<file path="src/rtl/core/ogha_pkg.sv">
// types, constants and register codes shared by the hit accumulator modules
`default_nettype none
package ogha_pkg;

   localparam int GRID_SIDE = 1024;
   localparam int GRID_BITS = $clog2(GRID_SIDE);
   localparam int ADDR_BITS = 2 * GRID_BITS;
   localparam int CELLS     = GRID_SIDE * GRID_SIDE;

   localparam int POS_BITS     = 24;
   localparam int INV_RES_BITS = 16;
   localparam int CROP_BITS    = 11;
   localparam int LOCAL_BITS   = 10;
   localparam int COUNT_BITS   = 2;
   localparam int VALUE_BITS   = 8;
   localparam int FRAC_BITS    = 16;

   localparam int PROD_BITS  = POS_BITS + INV_RES_BITS + 1;
   localparam int SUM_BITS   = PROD_BITS + 1;
   localparam int COORD_BITS = SUM_BITS - FRAC_BITS;
   localparam int IDX_BITS   = COORD_BITS + GRID_BITS + 1;
   localparam int RD_BITS    = COORD_BITS + 2;

   localparam logic signed [SUM_BITS-1:0] ORIGIN_Q16 =
      SUM_BITS'(GRID_SIDE / 2) << FRAC_BITS;
   localparam logic signed [SUM_BITS-1:0] TRUNC_BIAS = (SUM_BITS'(1) << FRAC_BITS) - 1;

   localparam logic [COUNT_BITS-1:0] COUNT_MAX  = 2'd3;
   localparam logic [COUNT_BITS-1:0] COUNT_SHOW = 2'd2;
   localparam logic [VALUE_BITS-1:0] CELL_FULL  = 8'd250;

   localparam logic [INV_RES_BITS-1:0] INV_RES_RESET = 16'd640;
   localparam logic [CROP_BITS-1:0]    CROP_RESET    = 11'd300;

   localparam int CSR_INDEX_BITS = 1;
   localparam int CSR_DATA_BITS  = INV_RES_BITS;
   localparam logic [CSR_INDEX_BITS-1:0] CSR_INV_RES   = 1'b0;
   localparam logic [CSR_INDEX_BITS-1:0] CSR_CROP_SIZE = 1'b1;

   localparam logic OP_ACCUM = 1'b0;
   localparam logic OP_READ  = 1'b1;

   localparam int QUEUE_DEPTH = 4;
   localparam int QUEUE_PTR_BITS = $clog2(QUEUE_DEPTH);

   typedef struct packed {
      logic                         opcode;
      logic signed [POS_BITS-1:0]   pos_x;
      logic signed [POS_BITS-1:0]   pos_y;
      logic [LOCAL_BITS-1:0]        local_col;
      logic [LOCAL_BITS-1:0]        local_row;
   } req_item_type;

   typedef struct packed {
      logic [VALUE_BITS-1:0] cell_value;
      logic [COUNT_BITS-1:0] cell_count;
      logic                  in_range;
   } rsp_item_type;

   typedef struct packed {
      logic                 opcode;
      logic [ADDR_BITS-1:0] addr;
      logic                 in_range;
   } mid_item_type;

endpackage
`default_nettype wire

</file>
<file path="src/rtl/core/ogha_queue.sv">
// short queue of classified items between the front and back parts
`default_nettype none
module ogha_queue (
   input  logic                   clock,
   input  logic                   reset,
   input  logic                   push,
   output logic                   full,
   input  ogha_pkg::mid_item_type push_item,
   input  logic                   pop,
   output logic                   empty,
   output ogha_pkg::mid_item_type pop_item
);
   import ogha_pkg::*;

   mid_item_type                slot_ff [QUEUE_DEPTH];
   logic [QUEUE_PTR_BITS-1:0]   wr_ptr_ff, wr_ptr_in, rd_ptr_ff, rd_ptr_in;
   logic [QUEUE_PTR_BITS:0]     cnt_ff, cnt_in;
   logic                        do_push, do_pop;

   assign full     = (cnt_ff == (QUEUE_PTR_BITS+1)'(QUEUE_DEPTH));
   assign empty    = (cnt_ff == '0);
   assign do_push  = push && !full;
   assign do_pop   = pop && !empty;
   assign pop_item = slot_ff[rd_ptr_ff];

   always_comb begin
      wr_ptr_in = do_push ? wr_ptr_ff + 1'b1 : wr_ptr_ff;
      rd_ptr_in = do_pop ? rd_ptr_ff + 1'b1 : rd_ptr_ff;
      cnt_in    = cnt_ff + (QUEUE_PTR_BITS+1)'(do_push) - (QUEUE_PTR_BITS+1)'(do_pop);
   end

   always_ff @(posedge clock) begin
      if (reset) begin
         wr_ptr_ff <= '0;
         rd_ptr_ff <= '0;
         cnt_ff    <= '0;
      end else begin
         wr_ptr_ff <= wr_ptr_in;
         rd_ptr_ff <= rd_ptr_in;
         cnt_ff    <= cnt_in;
      end
   end

   always_ff @(posedge clock) begin
      if (do_push) begin
         slot_ff[wr_ptr_ff] <= push_item;
      end
   end

endmodule
`default_nettype wire

</file>
<file path="config.mk">
export PLATFORM = sky130hd
export DESIGN_NAME = ogha_queue
export DESIGN_NICKNAME = d
export VERILOG_FILES = /design/src/rtl/core/ogha_pkg.sv /design/src/rtl/core/ogha_queue.sv
export SDC_FILE = /design/constraint.sdc
export NUM_CORES = 1
export LEC_CHECK = 0
export BUFFER_PORTS_ARGS = -buffer_cell sky130_fd_sc_hd__buf_2
export CORE_ASPECT_RATIO = 1.4
export CORE_MARGIN = 4
export CORE_UTILIZATION = 59
export CTS_CLUSTER_SIZE = 10
export DETAILED_ROUTE_END_ITERATION = 6
export HOLD_SLACK_MARGIN = 0.08
export PLACE_DENSITY = 0.9
export SYNTH_ARGS = -nofsm -noshare
export SYNTH_HDL_FRONTEND = slang
export SYNTH_SLANG_ARGS = --single-unit
</file>
<file path="constraint.sdc">
create_clock -name clock -period 5.5 [get_ports clock]
set_input_delay 1.65 -clock clock [delete_from_list [all_inputs] [get_ports clock]]
set_output_delay 1.65 -clock clock [all_outputs]
set_load 0.01 [all_outputs]
</file>
==> reports/results.ini <==
[logic_synthesis]
ys_async_sr_fraction=0
synth_area_per_cell_um2=22.1
synthesis.instances=165
synthFlopType=edfxtp_1
ys_seq_area_frac=0.774
syn_area_um2=3650
synth_edf_count=88
synth.distinct_cells=23
ys_ff_latch=97
yosys_warnings=0
syn_nets=198

[floorplanning]
initial_core_util=0.613
rows=33
die_h_um=101
die_w_um=74.5
core_area_um2=5950
pin_count=50
die_area_um2=7520

[power]
max-vdd-ir-drop_mv=0.328
power_density_nw_per_um2=424
p_leak_uw=0.00142

[worst_setup_path]
worstSetupPathType=reg2out
start_kind=register
r2r_start=cnt_ff[1]
cp_cell_sequence=mux4_2 -> buf_2
slowest_delay_ps=1050
worstSetupEndpointType=primary output
path_buf_inv=1
arrival_ps=2020
cp_max_fo=22
critPathTopFamily=flip-flops
required_ps=3850
cpMaxStageDelayCell=dfxtp_1

[sta]
clock_skew_ps=10.9
hold_viol=0
tns_ps=0
finalMaxSlewViolations=0
finalCriticalPeriod_ps=3670
whs_ps=519
fin_crit_sh=0.667
worst_slack_ps=1830
max_freq_mhz=273
rsz0062_at_grt=no
worst_pin_slew_ps=1130
setup_viol=0
slew_headroom=0.250

[routing]
antenna_left=0
post_drt_via_cell_ratio=5.58
drtPass1Iterations=4
drt-initial-drc-count=130
avgRoutedWirePerCell_um=18.4
route.detailed.drc=0
wl_mm=5.44
routed-via-count=1647

[cells_and_area]
layout_commonest_cell=edfxtp_1
n_antenna_cell=0
areaGrowthSynthToFinish_pct=13.1
postLayoutCellArea_um2=4130
fin_nets=253
drive_above_1_share=0.396
final_cell_mix=88 x edfxtp_1, 49 x buf_2, 22 x mux4_2

[cts]
cts_buffer_depth=2
numCtsBuffers=9
root_buffer=clkbuf_8
postCtsResizedCells=0
cts_hold_buffers=0
cts.clk_slew.worst_paths_ps=90
clk_latency_ps=360
htreeDepth=3
cts_tree=built
cts_sinks=97
postCtsSetupBuffers=0

[global_route]
grt.total_usage=0.164
grt_pass1_vias=1750
grt-ovfl-total=0
grt_max_degree=23
antenna_found_initial=0
grt_pass1_wl_mm=8.68

[status]
status=finished clean

[place]
dp_slack_ps=1980
port_buffers=49
dpl-instance-area_um2=3950
gp_congestion=0.695
hpwlAfterDp_mm=3.47

[worst_hold_path]
hp-class=reg2reg
min_from=wr_ptr_ff[1]

[job]
maxCapViolations=0

==> registers in the layout, indices dropped and copies added, names as in the netlist, named ones only <==
register and flops:
wr_ptr_ff 2, slot_ff 88, cnt_ff 3, rd_ptr_ff 2
==> worst paths after layout <==
path / endpoint / slack, ps / cells past startpoint
worst max-delay path: pop_item[20] / 1830 / 2
worst min-delay path: wr_ptr_ff[1] / 520 / 2
worst max register to register: cnt_ff[2] / 3250 / 10
worst min register to register: wr_ptr_ff[1] / 520 / 2
==> synth_stat cells (4+ instances only) <==
cell type	n	area share
edfxtp_1	88	0.72
mux4_2	22	0.14
dfxtp_1	9	0.049
inv_1	8	0.0082
ha_1	6	0.021
and2_1	4	0.0069
nor2_1	4	0.0041
==> area by class of cell <==
| cell class | count | area, um2 |
|---|---|---|
| repair buffers | 49 | 245 |
| multi-input cells | 55 | 758 |
| fillers | 390 | 1820 |
| clock inverters | 6 | 52.6 |
| clock buffers | 10 | 128 |
| flip-flops and latches | 97 | 2820 |
| inverters | 8 | 30.0 |
| well taps | 70 | 87.6 |
==> where the power goes <==
group	internal (uW)	switching, uW	total (uW)	leakage, uW
clock network	171	239	410	0.0000850
logic	207	166	373	0.000454
registers	890	76.5	966	0.000880
total	1270	482	1750	0.00142
==> tightest hold or removal path: stages (launching register included) <==
cell and delay, ps:
dfxtp_1 340, nand2b_1 80, mux2i_1 50
==> per-stage QoR <==
stage | utilization | std cells | power, uW
after floorplan | - | 165 | 1240
final | 0.694 | 295 | 1750
after CTS | 0.694 | 295 | 1770
after global placement | 0.664 | 279 | 1360
after detailed placement | 0.664 | 279 | 1370
after global routing | 0.694 | 295 | 1850
==> cell families (layout without fill, tap and decap cells) <==
logic type	after synthesis	count (layout)	synth area share
AND/OR/NAND/NOR	17	17	0.0285
flip-flops	97	97	0.774
buffers and inverters	13	73	0.0182
multiplexers	23	23	0.139
AO/OA/AOI/OAI	5	5	0.00755
XOR/XNOR	3	3	0.00721
adder cells (fa/ha/maj)	7	7	0.0261
==> metal layers <==
layer / GRT usage / vias up / share of wire
met3: 0.0339 / 9 / 0.057
met4: 0.0863 / 0 / 0.017
met2: 0.277 / 45 / 0.56
met1: 0.195 / 824 / 0.37
met5: 0 / - / 0
li1: - / 769 / -
No activity file was read; power rests on OpenSTA's default activity.
