File: src/rtl/core/ogha_pkg.sv
// types, constants and register codes shared by the hit accumulator modules
`default_nettype none
package ogha_pkg;

   localparam int GRID_SIDE = 1024;
   localparam int GRID_BITS = $clog2(GRID_SIDE);
   localparam int ADDR_BITS = 2 * GRID_BITS;
   localparam int CELLS     = GRID_SIDE * GRID_SIDE;

   localparam int POS_BITS     = 24;
   localparam int INV_RES_BITS = 16;
   localparam int CROP_BITS    = 11;
   localparam int LOCAL_BITS   = 10;
   localparam int COUNT_BITS   = 2;
   localparam int VALUE_BITS   = 8;
   localparam int FRAC_BITS    = 16;

   localparam int PROD_BITS  = POS_BITS + INV_RES_BITS + 1;
   localparam int SUM_BITS   = PROD_BITS + 1;
   localparam int COORD_BITS = SUM_BITS - FRAC_BITS;
   localparam int IDX_BITS   = COORD_BITS + GRID_BITS + 1;
   localparam int RD_BITS    = COORD_BITS + 2;

   localparam logic signed [SUM_BITS-1:0] ORIGIN_Q16 =
      SUM_BITS'(GRID_SIDE / 2) << FRAC_BITS;
   localparam logic signed [SUM_BITS-1:0] TRUNC_BIAS = (SUM_BITS'(1) << FRAC_BITS) - 1;

   localparam logic [COUNT_BITS-1:0] COUNT_MAX  = 2'd3;
   localparam logic [COUNT_BITS-1:0] COUNT_SHOW = 2'd2;
   localparam logic [VALUE_BITS-1:0] CELL_FULL  = 8'd250;

   localparam logic [INV_RES_BITS-1:0] INV_RES_RESET = 16'd640;
   localparam logic [CROP_BITS-1:0]    CROP_RESET    = 11'd300;

   localparam int CSR_INDEX_BITS = 1;
   localparam int CSR_DATA_BITS  = INV_RES_BITS;
   localparam logic [CSR_INDEX_BITS-1:0] CSR_INV_RES   = 1'b0;
   localparam logic [CSR_INDEX_BITS-1:0] CSR_CROP_SIZE = 1'b1;

   localparam logic OP_ACCUM = 1'b0;
   localparam logic OP_READ  = 1'b1;

   localparam int QUEUE_DEPTH = 4;
   localparam int QUEUE_PTR_BITS = $clog2(QUEUE_DEPTH);

   typedef struct packed {
      logic                         opcode;
      logic signed [POS_BITS-1:0]   pos_x;
      logic signed [POS_BITS-1:0]   pos_y;
      logic [LOCAL_BITS-1:0]        local_col;
      logic [LOCAL_BITS-1:0]        local_row;
   } req_item_type;

   typedef struct packed {
      logic [VALUE_BITS-1:0] cell_value;
      logic [COUNT_BITS-1:0] cell_count;
      logic                  in_range;
   } rsp_item_type;

   typedef struct packed {
      logic                 opcode;
      logic [ADDR_BITS-1:0] addr;
      logic                 in_range;
   } mid_item_type;

endpackage
`default_nettype wire

File: src/rtl/core/ogha_front.sv
// front part: configuration registers, scaling and cell address classification
`default_nettype none
module ogha_front (
   input  logic                                   clock,
   input  logic                                   reset,
   input  logic                                   csr_write,
   input  logic [ogha_pkg::CSR_INDEX_BITS-1:0]    csr_index,
   input  logic [ogha_pkg::CSR_DATA_BITS-1:0]     csr_data,
   input  logic                                   in_valid,
   output logic                                   in_ready,
   input  ogha_pkg::req_item_type                 in_item,
   output logic                                   out_valid,
   input  logic                                   out_ready,
   output ogha_pkg::mid_item_type                 out_item
);
   import ogha_pkg::*;

   logic [INV_RES_BITS-1:0] inv_res_ff, inv_res_in;
   logic [CROP_BITS-1:0]    crop_ff, crop_in;

   logic s1_valid_ff, s1_valid_in;
   logic s2_valid_ff, s2_valid_in;
   logic s3_valid_ff, s3_valid_in;
   logic s1_ready, s2_ready, s3_ready;

   logic                        s1_op_ff, s1_op_in;
   logic signed [PROD_BITS-1:0] s1_px_ff, s1_px_in, s1_py_ff, s1_py_in;
   logic [LOCAL_BITS-1:0]       s1_col_ff, s1_col_in, s1_row_ff, s1_row_in;

   logic                         s2_op_ff, s2_op_in;
   logic signed [COORD_BITS-1:0] s2_sx_ff, s2_sx_in, s2_sy_ff, s2_sy_in;
   logic [LOCAL_BITS-1:0]        s2_col_ff, s2_col_in, s2_row_ff, s2_row_in;

   mid_item_type s3_item_ff, s3_item_in, s3_calc;

   logic signed [PROD_BITS-1:0] mul_x, mul_y;
   logic signed [SUM_BITS-1:0]  px_ext, py_ext, cs_ext, top_bias, left_bias;
   logic signed [SUM_BITS-1:0]  add_x, add_y, sum_x, sum_y;
   logic signed [IDX_BITS-1:0]  idx;
   logic signed [RD_BITS-1:0]   rd_x, rd_y;

   assign s3_ready = !s3_valid_ff || out_ready;
   assign s2_ready = !s2_valid_ff || s3_ready;
   assign s1_ready = !s1_valid_ff || s2_ready;
   assign in_ready = s1_ready;
   assign out_valid = s3_valid_ff;
   assign out_item  = s3_item_ff;

   // configuration
   always_comb begin
      inv_res_in = inv_res_ff;
      crop_in    = crop_ff;
      if (csr_write) begin
         case (csr_index)
            CSR_INV_RES:   inv_res_in = csr_data[INV_RES_BITS-1:0];
            CSR_CROP_SIZE: crop_in    = csr_data[CROP_BITS-1:0];
            default:       ;
         endcase
      end
   end

   // stage 1: scale by inverse resolution
   assign mul_x = $signed(in_item.pos_x) * $signed({1'b0, inv_res_ff});
   assign mul_y = $signed(in_item.pos_y) * $signed({1'b0, inv_res_ff});

   always_comb begin
      s1_valid_in = s1_ready ? in_valid : s1_valid_ff;
      s1_op_in    = s1_ready ? in_item.opcode : s1_op_ff;
      s1_px_in    = s1_ready ? mul_x : s1_px_ff;
      s1_py_in    = s1_ready ? mul_y : s1_py_ff;
      s1_col_in   = s1_ready ? in_item.local_col : s1_col_ff;
      s1_row_in   = s1_ready ? in_item.local_row : s1_row_ff;
   end

   // stage 2: origin offset and rounding to whole cells
   assign px_ext    = {s1_px_ff[PROD_BITS-1], s1_px_ff};
   assign py_ext    = {s1_py_ff[PROD_BITS-1], s1_py_ff};
   assign cs_ext    = $signed({(SUM_BITS-CROP_BITS)'(0), crop_ff});
   assign top_bias  = (cs_ext + SUM_BITS'(1)) <<< (FRAC_BITS - 1);
   assign left_bias = (SUM_BITS'(1) - cs_ext) <<< (FRAC_BITS - 1);

   always_comb begin
      if (s1_op_ff == OP_READ) begin
         add_x = left_bias;
         add_y = top_bias;
      end else begin
         add_x = px_ext[SUM_BITS-1] ? TRUNC_BIAS : '0;
         add_y = py_ext[SUM_BITS-1] ? TRUNC_BIAS : '0;
      end
      sum_x = px_ext + ORIGIN_Q16 + add_x;
      sum_y = py_ext + ORIGIN_Q16 + add_y;
   end

   always_comb begin
      s2_valid_in = s2_ready ? s1_valid_ff : s2_valid_ff;
      s2_op_in    = s2_ready ? s1_op_ff : s2_op_ff;
      s2_sx_in    = s2_ready ? sum_x[SUM_BITS-1:FRAC_BITS] : s2_sx_ff;
      s2_sy_in    = s2_ready ? sum_y[SUM_BITS-1:FRAC_BITS] : s2_sy_ff;
      s2_col_in   = s2_ready ? s1_col_ff : s2_col_ff;
      s2_row_in   = s2_ready ? s1_row_ff : s2_row_ff;
   end

   // stage 3: cell address and range check
   assign idx  = ($signed(IDX_BITS'(s2_sy_ff)) <<< GRID_BITS) + $signed(IDX_BITS'(s2_sx_ff));
   assign rd_x = $signed(RD_BITS'(s2_sx_ff)) + $signed({(RD_BITS-LOCAL_BITS)'(0), s2_col_ff});
   assign rd_y = $signed(RD_BITS'(s2_sy_ff))
               - $signed({(RD_BITS-CROP_BITS)'(0), crop_ff})
               + $signed({(RD_BITS-LOCAL_BITS)'(0), s2_row_ff});

   always_comb begin
      s3_calc.opcode = s2_op_ff;
      if (s2_op_ff == OP_READ) begin
         s3_calc.addr     = {rd_y[GRID_BITS-1:0], rd_x[GRID_BITS-1:0]};
         s3_calc.in_range = (rd_x[RD_BITS-1:GRID_BITS] == '0)
                         && (rd_y[RD_BITS-1:GRID_BITS] == '0);
      end else begin
         s3_calc.addr     = idx[ADDR_BITS-1:0];
         s3_calc.in_range = (idx[IDX_BITS-1:ADDR_BITS] == '0);
      end
      s3_valid_in = s3_ready ? s2_valid_ff : s3_valid_ff;
      s3_item_in  = s3_ready ? s3_calc : s3_item_ff;
   end

   always_ff @(posedge clock) begin
      if (reset) begin
         inv_res_ff  <= INV_RES_RESET;
         crop_ff     <= CROP_RESET;
         s1_valid_ff <= 1'b0;
         s2_valid_ff <= 1'b0;
         s3_valid_ff <= 1'b0;
      end else begin
         inv_res_ff  <= inv_res_in;
         crop_ff     <= crop_in;
         s1_valid_ff <= s1_valid_in;
         s2_valid_ff <= s2_valid_in;
         s3_valid_ff <= s3_valid_in;
      end
   end

   always_ff @(posedge clock) begin
      s1_op_ff   <= s1_op_in;
      s1_px_ff   <= s1_px_in;
      s1_py_ff   <= s1_py_in;
      s1_col_ff  <= s1_col_in;
      s1_row_ff  <= s1_row_in;
      s2_op_ff   <= s2_op_in;
      s2_sx_ff   <= s2_sx_in;
      s2_sy_ff   <= s2_sy_in;
      s2_col_ff  <= s2_col_in;
      s2_row_ff  <= s2_row_in;
      s3_item_ff <= s3_item_in;
   end

endmodule
`default_nettype wire

File: config.mk
export PLATFORM = sky130hd
export DESIGN_NAME = ogha_front
export DESIGN_NICKNAME = d
export VERILOG_FILES = /design/src/rtl/core/ogha_pkg.sv /design/src/rtl/core/ogha_front.sv
export SDC_FILE = /design/constraint.sdc
export NUM_CORES = 2
export LEC_CHECK = 0
export ABC_AREA = 0
export BUFFER_PORTS_ARGS = -buffer_cell sky130_fd_sc_hd__buf_2
export CORE_UTILIZATION = 71
export DETAILED_ROUTE_END_ITERATION = 7
export GPL_TIMING_DRIVEN = 1
export PLACE_DENSITY = 0.95
export SLEW_MARGIN = 10
export SYNTH_ARGS = -nofsm -noshare
export SYNTH_HDL_FRONTEND = slang
export SYNTH_SLANG_ARGS = --single-unit
File: constraint.sdc
create_clock -name clock -period 12.2 [get_ports clock]
set_clock_uncertainty 0.05 [all_clocks]
set_input_delay 3.05 -clock clock [delete_from_list [all_inputs] [get_ports clock]]
set_output_delay 3.05 -clock clock [all_outputs]
set_load 0.05 [all_outputs]
==> flow_metrics.tcl <==
set metrics [dict create \
    ctsHoldBuffers 0 \
    syn_area_um2 43150 \
    synth_top_family_by_area "adder cells" \
    gp_congestion 0.9999 \
    clkLatencyLatePin_ps 590 \
    initial_core_util_pct 71.62 \
    cts_buffers 26 \
    via_per_inst 6.098 \
    synthFlopType "edfxtp_1" \
    synth_nets 5923 \
    path_clk_slew_ps 60 \
    ys_seq_elements 228 \
    wirelength_um 112800 \
    hold_violations 0 \
    power.total_mw 9.973 \
    synthMuxAreaShare_pct 0.4958 \
    period_share_pct 74.37 \
    setup_tns_ps 0 \
    drtAntennaViolNets 0 \
    crit_required_ps 12480 \
    grtUsageTotal_pct 37.36 \
    num-fill-cells 3769 \
    synth_compound_area_share_pct 8.426 \
    drtIter0Drc 3563 \
    drtPass1Iterations 7 \
    synth_xor_area_share_pct 3.532 \
    max_freq_mhz 110.2 \
    rows 90 \
    max-vdd-ir-drop_v 0.0001474 \
    crit_type "in -> reg" \
    antenna_found_initial 8 \
    maxSlewHeadroom_pct 27.57 \
    maxSlewViolCount 0 \
    yosysSeqAreaShare_pct 15.17 \
    cts_buffer_depth 3 \
    syn_area_per_cell_um2 9.248 \
    outcome "completed" \
    fp.coreArea_um2 60250 \
    synth_adder_area_share_pct 47.14 \
    tritoncts "built" \
    fin_nets 5925 \
    portBuffers 114 \
    p_per_area_nw_per_um2 220.5 \
    die_y_um 248.5 \
    path_max_fanout 16 \
    cts_resized 0 \
    fin_ws_ps 3126 \
    hpwl_um 87870 \
    synth_edf_count 198 \
    crit_arrival_ps 9350 \
    p_leak_nw 22.70 \
    vias 33390 \
    die_x_um 248.5 \
    grt_pass1_vias 35830 \
    h-tree-depth 1 \
    cts_setup_buffers 0 \
    avgRoutedWirePerCell_um 20.60 \
    yosysWarnings 0 \
    grt_overflow 0 \
    drc 0 \
    synthSimpleGateAreaFrac_pct 14.79 \
    ys_async_sr_fraction_pct 0 \
    cts_num_sinks 228 \
    syn-instance-count 4666 \
    io_pins 115 \
    critPathCaptureType "flip-flop" \
    area_growth_pct 4.831 \
    rsz0062_at_grt "false" \
    grt_max_degree 58 \
    root_buffer "clkbuf_16" \
    max-cap-violations 0 \
    setup_viol 0 \
    cp-start-kind "primary input" \
    tightest_slew_ps 1085 \
    hp-class "reg -> reg" \
    drive_gt1_share_pct 5.034 \
    dpl_worst_slack_ps 2582 \
    dieArea_um2 61760 \
    synth_cell_types 89 \
    min_period_ps 9074 \
    grt_pass1_wl_um 181600 \
]
==> final cells by class <==
type	count	area, um^2	area share [%]
antenna	6	15.01	0.03319
clock inverter	22	300.3	0.6638
multi-input combinational	3238	32100	70.97
timing repair buffer	136	735.7	1.626
clock buffer	26	650.6	1.438
tap	782	978.4	2.163
inverter	1038	3896	8.613
sequential	228	6556	14.49
==> state kept, by name (all words and copies together), names as in the netlist <==
signal       cells
out_valid        1
s1_op_ff         1
s1_px_ff        41
inv_res_ff      16
s2_col_ff       10
s1_py_ff        41
s2_valid_ff      1
s1_row_ff       10
s2_sx_ff        26
s2_sy_ff        26
s1_valid_ff      1
out_item        22
crop_ff         11
s1_col_ff       10
s2_row_ff       10
s2_op_ff         1
==> power by group <==
group / switching [mW] / internal [mW]
Sequential: 0.280 / 1.40
Clock: 0.353 / 0.523
Combinational: 4.44 / 2.98
==> path summary, 6_finish.rpt <==
| check | startpoint | endpoint | slack (ps) | cells after the start |
|---|---|---|---|---|
| max | in_item[43] | s1_py_ff[39]$_DFFE_PP_ | 3130 | 21 |
| min | s1_col_ff[4]$_DFFE_PP_ | s2_col_ff[4]$_DFFE_PP_ | 370 | 0 |
| max reg2reg | inv_res_ff[2]$_SDFFE_PP0P_ | s1_py_ff[39]$_DFFE_PP_ | 4510 | 21 |
| min reg2reg | s1_col_ff[4]$_DFFE_PP_ | s2_col_ff[4]$_DFFE_PP_ | 370 | 0 |
==> layer usage <==
| metal | share of wire (%) | track usage [%] | vias up |
|---|---|---|---|
| met5 | 0.042 | 0 | - |
| met4 | 4.9 | 16.84 | 6 |
| met3 | 11 | 8.437 | 513 |
| met2 | 47 | 62.14 | 2009 |
| met1 | 36 | 46.88 | 16360 |
| li1 | - | - | 14500 |
==> layout by cell type, fill, tap and decap left out, drive strengths merged, types with 23 or more instances in the layout <==
cell type / n
o21ai: 112
nand2: 621
xor2: 47
buf: 136
xnor2: 127
nand2b: 36
nand3: 46
ha: 400
nand4: 23
nor3: 32
edfxtp: 198
inv: 1042
a21o: 59
fa: 766
nor2: 123
and2: 328
o21bai: 24
clkbuf: 26
nor2b: 24
dfxtp: 30
a21oi: 185
o21a: 28
==> metrics by stage <==
stage / cells / util, % / hold slack, ps / cell area [um^2]
after detailed placement: 5422 / 73.48 / 354.5 / 44270
after global routing: 5473 / 75.07 / 374.4 / 45230
after global placement: 5422 / 73.48 / 351.0 / 44270
final: 5476 / 75.08 / 368.8 / 45230
after floorplan: 4666 / - / 350.3 / 43150
after CTS: 5470 / 75.06 / 369.5 / 45220
==> worst max-delay path: stages <==
cell,delay (ps)
buf_2,260
nand2_1,190
fa_1,770
inv_1,100
fa_1,540
fa_1,450
fa_1,500
fa_1,490
inv_1,60
fa_1,480
inv_1,40
ha_1,310
a211o_1,340
a2111oi_2,360
o22ai_1,160
a31oi_2,210
o21ai_1,130
or4_1,420
a31oi_2,220
o21ai_1,120
xnor2_1,140
==> synthesized netlist by cell type, types with 24 or more instances <==
| master | instances | share of area (%) |
|---|---|---|
| nor3_1 | 30 | 0.35 |
| o21a_1 | 27 | 0.47 |
| dfxtp_1 | 30 | 1.4 |
| o21bai_1 | 24 | 0.42 |
| ha_1 | 400 | 12 |
| o21ai_1 | 36 | 0.42 |
| nand2b_1 | 36 | 0.52 |
| fa_1 | 766 | 36 |
| edfxtp_1 | 198 | 14 |
| xnor2_1 | 127 | 2.6 |
| nor2b_1 | 24 | 0.35 |
| o21ai_0 | 75 | 0.87 |
| inv_1 | 1036 | 9.0 |
| clkbuf_1 | 158 | 1.4 |
| nand3_1 | 46 | 0.53 |
| xor2_1 | 47 | 0.95 |
| a21o_1 | 59 | 1.0 |
| and2_1 | 328 | 4.8 |
| nand2_1 | 621 | 5.4 |
| nor2_1 | 122 | 1.1 |
| a21oi_1 | 185 | 2.1 |
==> cells by family after synthesis <==
family	after synthesis
buffers and inverters	1200
flip-flops	228
multiplexers	20
adder cells (fa/ha/maj)	1166
XOR/XNOR	174
AO/OA/AOI/OAI	558
AND/OR/NAND/NOR	1320
(Power assumes the default switching activity.)
